<file path="config.mk">
export PLATFORM = sky130hd
export DESIGN_NAME = sparse_tree_layer_grouper
export DESIGN_NICKNAME = d
export VERILOG_FILES = /design/src/sv/stlg_pkg.sv /design/src/sv/sparse_tree_layer_grouper.sv
export SDC_FILE = /design/constraint.sdc
export NUM_CORES = 2
export LEC_CHECK = 0
export BUFFER_PORTS_ARGS = -buffer_cell sky130_fd_sc_hd__buf_4
export CORE_ASPECT_RATIO = 0.7
export CORE_MARGIN = 5
export CORE_UTILIZATION = 50
export DETAILED_ROUTE_END_ITERATION = 12
export MAX_ROUTING_LAYER = met4
export PLACE_DENSITY = 0.68
export SLEW_MARGIN = 20
export SYNTH_ARGS = -nofsm -noshare
export SYNTH_HDL_FRONTEND = slang
export SYNTH_SLANG_ARGS = --single-unit
</file>
<file path="constraint.sdc">
create_clock -name clock -period 26.7 [get_ports clock]
set_clock_uncertainty 0.15 [all_clocks]
set_input_delay 5.34 -clock clock [delete_from_list [all_inputs] [get_ports clock]]
set_output_delay 5.34 -clock clock [all_outputs]
set_load 0.01 [all_outputs]
</file>
<file path="src/sv/stlg_pkg.sv">
// ---------------------------------------------------------------------------
// stlg_pkg: shared types and codes of the sparse tree layer grouper
// Result word layout, item kinds, register indexes and queue sizing.
// ---------------------------------------------------------------------------
package stlg_pkg;

   localparam int KeyWidth   = 64;
   localparam int MaskWidth  = 64;
   localparam int IndexWidth = 30;
   localparam int ScaleWidth = 5;
   localparam int CsrIdxWidth = 2;

   // result queue: four words, room for the three words one child can cause
   localparam int QueueDepth    = 4;
   localparam int QueuePtrWidth = 2;
   localparam int QueueCntWidth = 3;

   localparam logic KIND_CHILD  = 1'b0;
   localparam logic KIND_PARENT = 1'b1;

   localparam logic [CsrIdxWidth-1:0] CSR_LAYER_SCALE = 2'd0;
   localparam logic [CsrIdxWidth-1:0] CSR_POOL_BASE   = 2'd1;

   localparam logic [ScaleWidth-1:0] LAYER_SCALE_RESET = 5'd8;

   typedef struct packed {
      logic                  item_kind;
      logic [IndexWidth-1:0] pool_index;
      logic [KeyWidth-1:0]   node_key;
      logic                  node_is_leaf;
      logic                  node_is_absolute;
      logic [IndexWidth-1:0] node_pointer;
      logic [MaskWidth-1:0]  node_mask;
      logic                  end_of_run;
      logic                  end_of_layer;
   } rsp_word_type;

endpackage

</file>
<file path="src/sv/sparse_tree_layer_grouper.sv">
// ---------------------------------------------------------------------------
// sparse_tree_layer_grouper: one layer pass of a bottom-up 64-way tree build
// Writes each sorted child to the node pool and closes runs of children that
// share a parent prefix into parent records for the next layer.
// ---------------------------------------------------------------------------
// Usage:
//   req_*  : child words in ascending Z-order key order; last_child marks the
//            final child of the layer.
//   rsp_*  : result words. Per child, in order: the parent of the previous
//            run when the prefix changes, the child pool write, and the
//            closing parent when last_child is set.
//   csr_*  : register writes (index 0 layer_scale, index 1 pool_base; a
//            pool_base write also restarts the pool index count). Write only
//            while idle. csr_ready is always high.
// Result path: the result words of a child are registered in the result queue
//   and leave it on rsp_* in order, after any earlier words still waiting.
// Throughput: one child per cycle while each child causes one result word and
//   rsp_ready stays high; every parent word is an extra result word. The limit
//   is the result queue (four words), draining one word per cycle of rsp_ready.
// req_ready is high while the queue holds at most one word, so a child is
//   taken while an earlier result still waits to be taken.
// Receiver stall: results hold in the queue; req_ready drops at two words.
// Reset: queue empty, no open run, pool index count zero, layer_scale 8,
//   pool_base 0.
// ---------------------------------------------------------------------------
module sparse_tree_layer_grouper (
   input  logic                              clock,
   input  logic                              reset,
   // child channel
   input  logic                              req_valid,
   output logic                              req_ready,
   input  logic [stlg_pkg::KeyWidth-1:0]     req_child_key,
   input  logic                              req_child_is_leaf,
   input  logic                              req_child_is_absolute,
   input  logic [stlg_pkg::IndexWidth-1:0]   req_child_pointer,
   input  logic [stlg_pkg::MaskWidth-1:0]    req_child_mask,
   input  logic                              req_last_child,
   // result channel
   output logic                              rsp_valid,
   input  logic                              rsp_ready,
   output logic                              rsp_item_kind,
   output logic [stlg_pkg::IndexWidth-1:0]   rsp_pool_index,
   output logic [stlg_pkg::KeyWidth-1:0]     rsp_node_key,
   output logic                              rsp_node_is_leaf,
   output logic                              rsp_node_is_absolute,
   output logic [stlg_pkg::IndexWidth-1:0]   rsp_node_pointer,
   output logic [stlg_pkg::MaskWidth-1:0]    rsp_node_mask,
   output logic                              rsp_end_of_run,
   output logic                              rsp_end_of_layer,
   // register write channel
   input  logic                              csr_valid,
   output logic                              csr_ready,
   input  logic [stlg_pkg::CsrIdxWidth-1:0]  csr_index,
   input  logic [stlg_pkg::IndexWidth-1:0]   csr_data
);
   import stlg_pkg::*;

   // registers
   logic [ScaleWidth-1:0]    layer_scale_ff;
   logic [IndexWidth-1:0]    pool_base_ff;
   logic                     group_open_ff, group_open_in;
   logic [KeyWidth-1:0]      open_key_ff, open_key_in;
   logic [MaskWidth-1:0]     open_mask_ff, open_mask_in;
   logic [IndexWidth-1:0]    open_first_ff, open_first_in;
   logic [IndexWidth-1:0]    written_count_ff, written_count_in;

   rsp_word_type             queue_ff [QueueDepth];
   logic [QueuePtrWidth-1:0] wr_ptr_ff, wr_ptr_in;
   logic [QueuePtrWidth-1:0] rd_ptr_ff, rd_ptr_in;
   logic [QueueCntWidth-1:0] count_ff, count_in;

   // per-child logic
   logic                     req_fire, rsp_fire, csr_fire;
   logic [6:0]               prefix_shift;
   logic [6:0]               bit_shift;
   logic [KeyWidth-1:0]      prefix_mask;
   logic [KeyWidth-1:0]      shifted_key;
   logic [5:0]               bit_index;
   logic [MaskWidth-1:0]     child_bit;
   logic [IndexWidth-1:0]    child_index;
   logic                     close_prev;
   logic                     start_run;
   logic [KeyWidth-1:0]      run_key;
   logic [MaskWidth-1:0]     run_mask;
   logic [IndexWidth-1:0]    run_first;
   rsp_word_type             prev_parent_word, child_word, last_parent_word;
   rsp_word_type             slot0_word, slot1_word;
   logic [1:0]               push_count;

   assign req_fire  = req_valid && req_ready;
   assign rsp_fire  = rsp_valid && rsp_ready;
   assign csr_fire  = csr_valid && csr_ready;
   assign csr_ready = 1'b1;

   // take a child while the queue has room for three words
   assign req_ready = (count_ff <= QueueCntWidth'(1));

   // prefix and child-bit positions from the layer scale
   always_comb begin
      prefix_shift = 7'(layer_scale_ff) * 7'd3;
      if (layer_scale_ff < ScaleWidth'(2)) begin
         bit_shift = 7'd0;
      end else begin
         bit_shift = (7'(layer_scale_ff) - 7'd2) * 7'd3;
      end
      // a shift of 64 or more empties the prefix and pins the bit index to 0
      if (prefix_shift >= 7'd64) begin
         prefix_mask = '0;
      end else begin
         prefix_mask = ~64'd0 << prefix_shift[5:0];
      end
      shifted_key = req_child_key >> bit_shift[5:0];
      if (bit_shift >= 7'd64) begin
         bit_index = 6'd0;
      end else begin
         bit_index = shifted_key[5:0];
      end
      child_bit = 64'd1 << bit_index;
   end

   assign child_index = pool_base_ff + written_count_ff;

   // run tracking: a prefix change closes the open run
   always_comb begin
      close_prev = group_open_ff &&
                   (((req_child_key ^ open_key_ff) & prefix_mask) != '0);
      start_run  = !group_open_ff || close_prev;
      run_key    = start_run ? (req_child_key & prefix_mask) : open_key_ff;
      run_mask   = (start_run ? '0 : open_mask_ff) | child_bit;
      run_first  = start_run ? child_index : open_first_ff;
   end

   // result words of this child
   always_comb begin
      prev_parent_word.item_kind        = KIND_PARENT;
      prev_parent_word.pool_index       = '0;
      prev_parent_word.node_key         = open_key_ff;
      prev_parent_word.node_is_leaf     = 1'b0;
      prev_parent_word.node_is_absolute = 1'b0;
      prev_parent_word.node_pointer     = open_first_ff;
      prev_parent_word.node_mask        = open_mask_ff;
      prev_parent_word.end_of_run       = 1'b0;
      prev_parent_word.end_of_layer     = 1'b0;

      child_word.item_kind        = KIND_CHILD;
      child_word.pool_index       = child_index;
      child_word.node_key         = req_child_key;
      child_word.node_is_leaf     = req_child_is_leaf;
      child_word.node_is_absolute = req_child_is_absolute;
      child_word.node_pointer     = req_child_pointer;
      child_word.node_mask        = req_child_mask;
      child_word.end_of_run       = !req_last_child;
      child_word.end_of_layer     = 1'b0;

      last_parent_word.item_kind        = KIND_PARENT;
      last_parent_word.pool_index       = '0;
      last_parent_word.node_key         = run_key;
      last_parent_word.node_is_leaf     = 1'b0;
      last_parent_word.node_is_absolute = 1'b0;
      last_parent_word.node_pointer     = run_first;
      last_parent_word.node_mask        = run_mask;
      last_parent_word.end_of_run       = 1'b1;
      last_parent_word.end_of_layer     = 1'b1;

      // pack the words into consecutive queue slots
      slot0_word = close_prev ? prev_parent_word : child_word;
      slot1_word = close_prev ? child_word : last_parent_word;
      push_count = 2'd1 + 2'(close_prev) + 2'(req_last_child);
   end

   // next state of the run and the pool index count
   always_comb begin
      group_open_in    = group_open_ff;
      open_key_in      = open_key_ff;
      open_mask_in     = open_mask_ff;
      open_first_in    = open_first_ff;
      written_count_in = written_count_ff;
      if (req_fire) begin
         written_count_in = written_count_ff + IndexWidth'(1);
         if (req_last_child) begin
            // the layer is done: drop the run
            group_open_in = 1'b0;
            open_key_in   = '0;
            open_mask_in  = '0;
            open_first_in = '0;
         end else begin
            group_open_in = 1'b1;
            open_key_in   = run_key;
            open_mask_in  = run_mask;
            open_first_in = run_first;
         end
      end
      if (csr_fire && (csr_index == CSR_POOL_BASE)) begin
         written_count_in = '0;
      end
   end

   // queue pointers and fill count
   always_comb begin
      wr_ptr_in = wr_ptr_ff;
      rd_ptr_in = rd_ptr_ff;
      count_in  = count_ff;
      if (req_fire) begin
         wr_ptr_in = wr_ptr_ff + QueuePtrWidth'(push_count);
         count_in  = count_in + QueueCntWidth'(push_count);
      end
      if (rsp_fire) begin
         rd_ptr_in = rd_ptr_ff + QueuePtrWidth'(1);
         count_in  = count_in - QueueCntWidth'(1);
      end
   end

   always_ff @(posedge clock) begin
      if (reset) begin
         layer_scale_ff   <= LAYER_SCALE_RESET;
         pool_base_ff     <= '0;
         group_open_ff    <= 1'b0;
         open_key_ff      <= '0;
         open_mask_ff     <= '0;
         open_first_ff    <= '0;
         written_count_ff <= '0;
         wr_ptr_ff        <= '0;
         rd_ptr_ff        <= '0;
         count_ff         <= '0;
      end else begin
         if (csr_fire) begin
            case (csr_index)
               CSR_LAYER_SCALE: begin
                  layer_scale_ff <= csr_data[ScaleWidth-1:0];
               end
               CSR_POOL_BASE: begin
                  pool_base_ff <= csr_data;
               end
               default: begin
                  // no register at this index
               end
            endcase
         end
         group_open_ff    <= group_open_in;
         open_key_ff      <= open_key_in;
         open_mask_ff     <= open_mask_in;
         open_first_ff    <= open_first_in;
         written_count_ff <= written_count_in;
         wr_ptr_ff        <= wr_ptr_in;
         rd_ptr_ff        <= rd_ptr_in;
         count_ff         <= count_in;
      end
   end

   // result queue storage: hold words until the receiver takes them
   always_ff @(posedge clock) begin
      if (req_fire) begin
         queue_ff[wr_ptr_ff] <= slot0_word;
         if (push_count >= 2'd2) begin
            queue_ff[wr_ptr_ff + QueuePtrWidth'(1)] <= slot1_word;
         end
         if (push_count == 2'd3) begin
            queue_ff[wr_ptr_ff + QueuePtrWidth'(2)] <= last_parent_word;
         end
      end
   end

   assign rsp_valid            = (count_ff != '0);
   assign rsp_item_kind        = queue_ff[rd_ptr_ff].item_kind;
   assign rsp_pool_index       = queue_ff[rd_ptr_ff].pool_index;
   assign rsp_node_key         = queue_ff[rd_ptr_ff].node_key;
   assign rsp_node_is_leaf     = queue_ff[rd_ptr_ff].node_is_leaf;
   assign rsp_node_is_absolute = queue_ff[rd_ptr_ff].node_is_absolute;
   assign rsp_node_pointer     = queue_ff[rd_ptr_ff].node_pointer;
   assign rsp_node_mask        = queue_ff[rd_ptr_ff].node_mask;
   assign rsp_end_of_run       = queue_ff[rd_ptr_ff].end_of_run;
   assign rsp_end_of_layer     = queue_ff[rd_ptr_ff].end_of_layer;

   // assertions
   a_queue_bound: assert property (@(posedge clock) disable iff (reset)
      count_ff <= QueueCntWidth'(QueueDepth))
      else $error("result queue over its depth");

   a_last_closes_run: assert property (@(posedge clock) disable iff (reset)
      req_fire && req_last_child |=> !group_open_ff && (count_ff >= QueueCntWidth'(2)))
      else $error("last child did not close the run and queue its parent");

   a_pool_index_step: assert property (@(posedge clock) disable iff (reset)
      req_fire && !(csr_fire && (csr_index == CSR_POOL_BASE)) |=>
      written_count_ff == IndexWidth'($past(written_count_ff) + IndexWidth'(1)))
      else $error("pool index count did not advance by one");

   a_pointer_count: assert property (@(posedge clock) disable iff (reset)
      (count_ff != QueueCntWidth'(QueueDepth)) && (count_ff != '0) |->
      (wr_ptr_ff != rd_ptr_ff))
      else $error("queue pointers disagree with fill count");

endmodule
</file>
==> results.yml <==
outcome:
  status: "finished, final reports clean"
clocking:
  clk_pin_slew_ns: 0.06
  clock_latency_ns: 0.74
  cts_hold_buf: 0
  cts_tree: "done"
  ctsHtreeMaxLevel: 3
  cts_sinks: 1005
  post_cts_resized: 0
  cts_made_buffers: 102
  cts_root_buf: "clkbuf_16"
  post_cts_buffers: 0
  cts_buffer_depth: 3
power_and_ir_drop:
  power.leakage_nw: 22.4
  pwr_density_cell_nw_per_um2: 93.6
  ir_drop_uv: 65.0
  power_mw: 5.93
synthesis:
  synth_edf_count: 632
  synthFlopType: "edfxtp_1"
  synthDistinctLibCells: 104
  synth_area_leader_cell: "edfxtp_1"
  synth_top_cell_area_share: 0.339
  seq_area_frac_synth: 0.473
  synthCells: 5221
  yosys_warnings: 0
  synth_area_per_cell_sq_um: 10.7
  netlist_top_cells_area: "edfxtp_1 (34%), dfxtp_1 (13%), mux4_2 (8.2%)"
  ys_seq_elements: 1005
  syn_area_sq_um: 55900
  synthesis.nets: 5476
  ys_async_sr_fraction: 0
critical_path:
  startpoint_type: "input port"
  crit_required_ns: 27.13
  path_class: "input port to register"
  arrival_ns: 11.81
  critPathMaxFanout: 49
  cp-end-kind: "register"
global_route:
  grt_pass1_vias: 46500
  groute.usage.overall: 0.365
  overflow: 0
  grt_max_degree: 131
  antenna_found_initial: 41
  grt_pass1_wl_mm: 320
sta:
  period_needed_ns: 11.38
  setup_viol_count_final: 0
  drv_slew: 0
  setup_tns_ns: 0
  hold_ws_ns: 0.301
  relSlewSlack: 0.191
  setup_slack_ns: 15.32
  clock.fmax_ghz: 0.0879
  rsz0062_at_grt: "false"
  finalHoldViolations: 0
  worstMarginPinSlew_ns: 1.21
  fin_crit_sh: 0.426
route:
  drtAntennaViolNets: 0
  routed_via_density: 7.25
  drt_iter0_drc: 8545
  wire_per_inst_microns: 32.1
  drtPass1Iterations: 12
  drcViolationCount: 0
  wl_mm: 220
  num_vias: 49700
floorplan:
  num_rows: 102
  dieArea_sq_um: 119000
  die_x_microns: 410
  coreArea_sq_um: 111000
  ios: 394
  start_util: 0.505
  chipHeight_microns: 290
layout:
  syn_to_final_growth_pct: 13.3
  fillCellCount: 9338
  design_area_sq_um: 63300
  drive_gt1_frac: 0.190
  nets: 5526
  multi_input_area_sq_um: 27200
  fin_cells: 6859
  regArea_sq_um: 26500
  final_util: 0.572
placement:
  placed_area_sq_um: 59600
  pre_cts_ws_ns: 14.95
  gp_congestion: 1.02
  dp_cells: 6623
  port_buffers: 392
  dpl.hpwl_mm: 139
hold_path:
  hold_path.class: "register to register"
flow_run:
  drv_cap: 0
[cells in the mapped netlist, drive strengths merged, types with 6 or more instances]
cell type	n
a31oi	30
a32oi	32
edfxtp	632
a32o	17
o21a	10
nand2	549
nand3	61
and2	55
nand4	18
nand2b	18
inv	43
a21o	17
mux4	207
a221o	384
o22ai	158
and3	30
a222oi	59
nor2b	10
xnor2	72
o221ai	49
a211oi	29
clkbuf	352
o31ai	21
a22oi	160
xor2	64
dfxtp	373
nor2	523
o221a	7
o211ai	43
mux2	12
nor4	17
mux2i	69
a21oi	206
or3	15
nor3	43
a221oi	18
a22o	174
buf	224
ha	54
o2111ai	8
o211a	6
a211o	6
o21ai	255
[where the power goes]
group	total, mW	leakage, nW	switching, mW	internal (mW)
Sequential	2.11	8.87	0.117	2.00
Combinational	2.25	11.8	1.44	0.811
Clock	1.56	1.73	0.669	0.895
Total	5.93	22.4	2.22	3.70
[cell usage in the layout (no fill, tap or decap), types with 32 or more instances in the layout]
cell type / instances
a21oi_1: 197
a221o_1: 384
a222oi_1: 59
a22o_1: 174
a22oi_1: 160
a32oi_1: 32
and2_1: 53
buf_4: 520
clkbuf_16: 105
dfxtp_1: 370
diode_2: 45
edfxtp_1: 632
ha_1: 54
inv_1: 37
mux2i_1: 69
mux4_2: 203
nand2_1: 547
nand3_1: 60
nor2_1: 493
nor3_1: 35
o211ai_1: 43
o21ai_0: 224
o221ai_1: 49
o22ai_1: 156
xnor2_1: 62
xor2_1: 60
[sequential cells by signal (all words and copies together), names as in the netlist, named ones only]
register / cells
written_count_ff: 30
count_ff: 3
open_first_ff: 30
wr_ptr_ff: 2
queue_ff: 772
pool_base_ff: 30
open_mask_ff: 64
group_open_ff: 1
layer_scale_ff: 5
open_key_ff: 64
rd_ptr_ff: 2
[cells by family (layout without fill, tap and decap cells)]
| logic type | count (synthesis) | in the layout | synth area share |
|---|---|---|---|
| AND/OR/NAND/NOR | 1364 | 1364 | 0.106 |
| flip-flops | 1005 | 1005 | 0.473 |
| other | 1 | 46 | 0.0000670 |
| XOR/XNOR | 137 | 137 | 0.0220 |
| multiplexers | 288 | 288 | 0.0984 |
| AO/OA/AOI/OAI | 1745 | 1745 | 0.240 |
| adder cells (fa/ha/maj) | 57 | 57 | 0.0132 |
| buffers and inverters | 624 | 761 | 0.0478 |
[final timing paths]
check,startpoint,end,slack (ns),cells past startpoint
worst max-delay path,req_child_key[3],queue_ff[3][73]$_DFFE_PP_,15.32,16
worst min register to register,queue_ff[2][186]$_SDFFE_PP0P_,queue_ff[2][186]$_SDFFE_PP0P_,0.30,2
worst min-delay path,queue_ff[2][186]$_SDFFE_PP0P_,queue_ff[2][186]$_SDFFE_PP0P_,0.30,2
worst max register to register,layer_scale_ff[1]$_SDFFE_PP0P_,queue_ff[2][92]$_DFFE_PP_,17.69,16
[critical path: stages]
cell and delay [ns]:
buf_4 0.16, xnor2_1 0.16, o21ai_0 0.11, a221oi_1 0.31
nand4_1 0.31, a211oi_1 0.37, nand4_2 0.39, o21ai_4 0.28
inv_2 0.29, ha_1 0.35, and3_1 0.28, nand2_1 0.80
nand2_1 0.51, nor2_4 0.93, buf_4 0.75, a221o_1 0.29
[layout make-up]
type / instances / area share
antenna: 45 / 0.00178
clock buffer: 135 / 0.0445
clock inverter: 56 / 0.0121
inverter: 48 / 0.00332
multi-input combinational: 3592 / 0.430
sequential: 1005 / 0.418
tap: 1456 / 0.0288
timing repair buffer: 522 / 0.0623
[metal layers]
layer  global-route usage  part of all wire
met1                0.515              0.39
met2                0.491              0.42
met3                0.117              0.15
met4                0.136             0.039
met5                    -                 0
No activity file was read; power rests on OpenSTA's default activity.
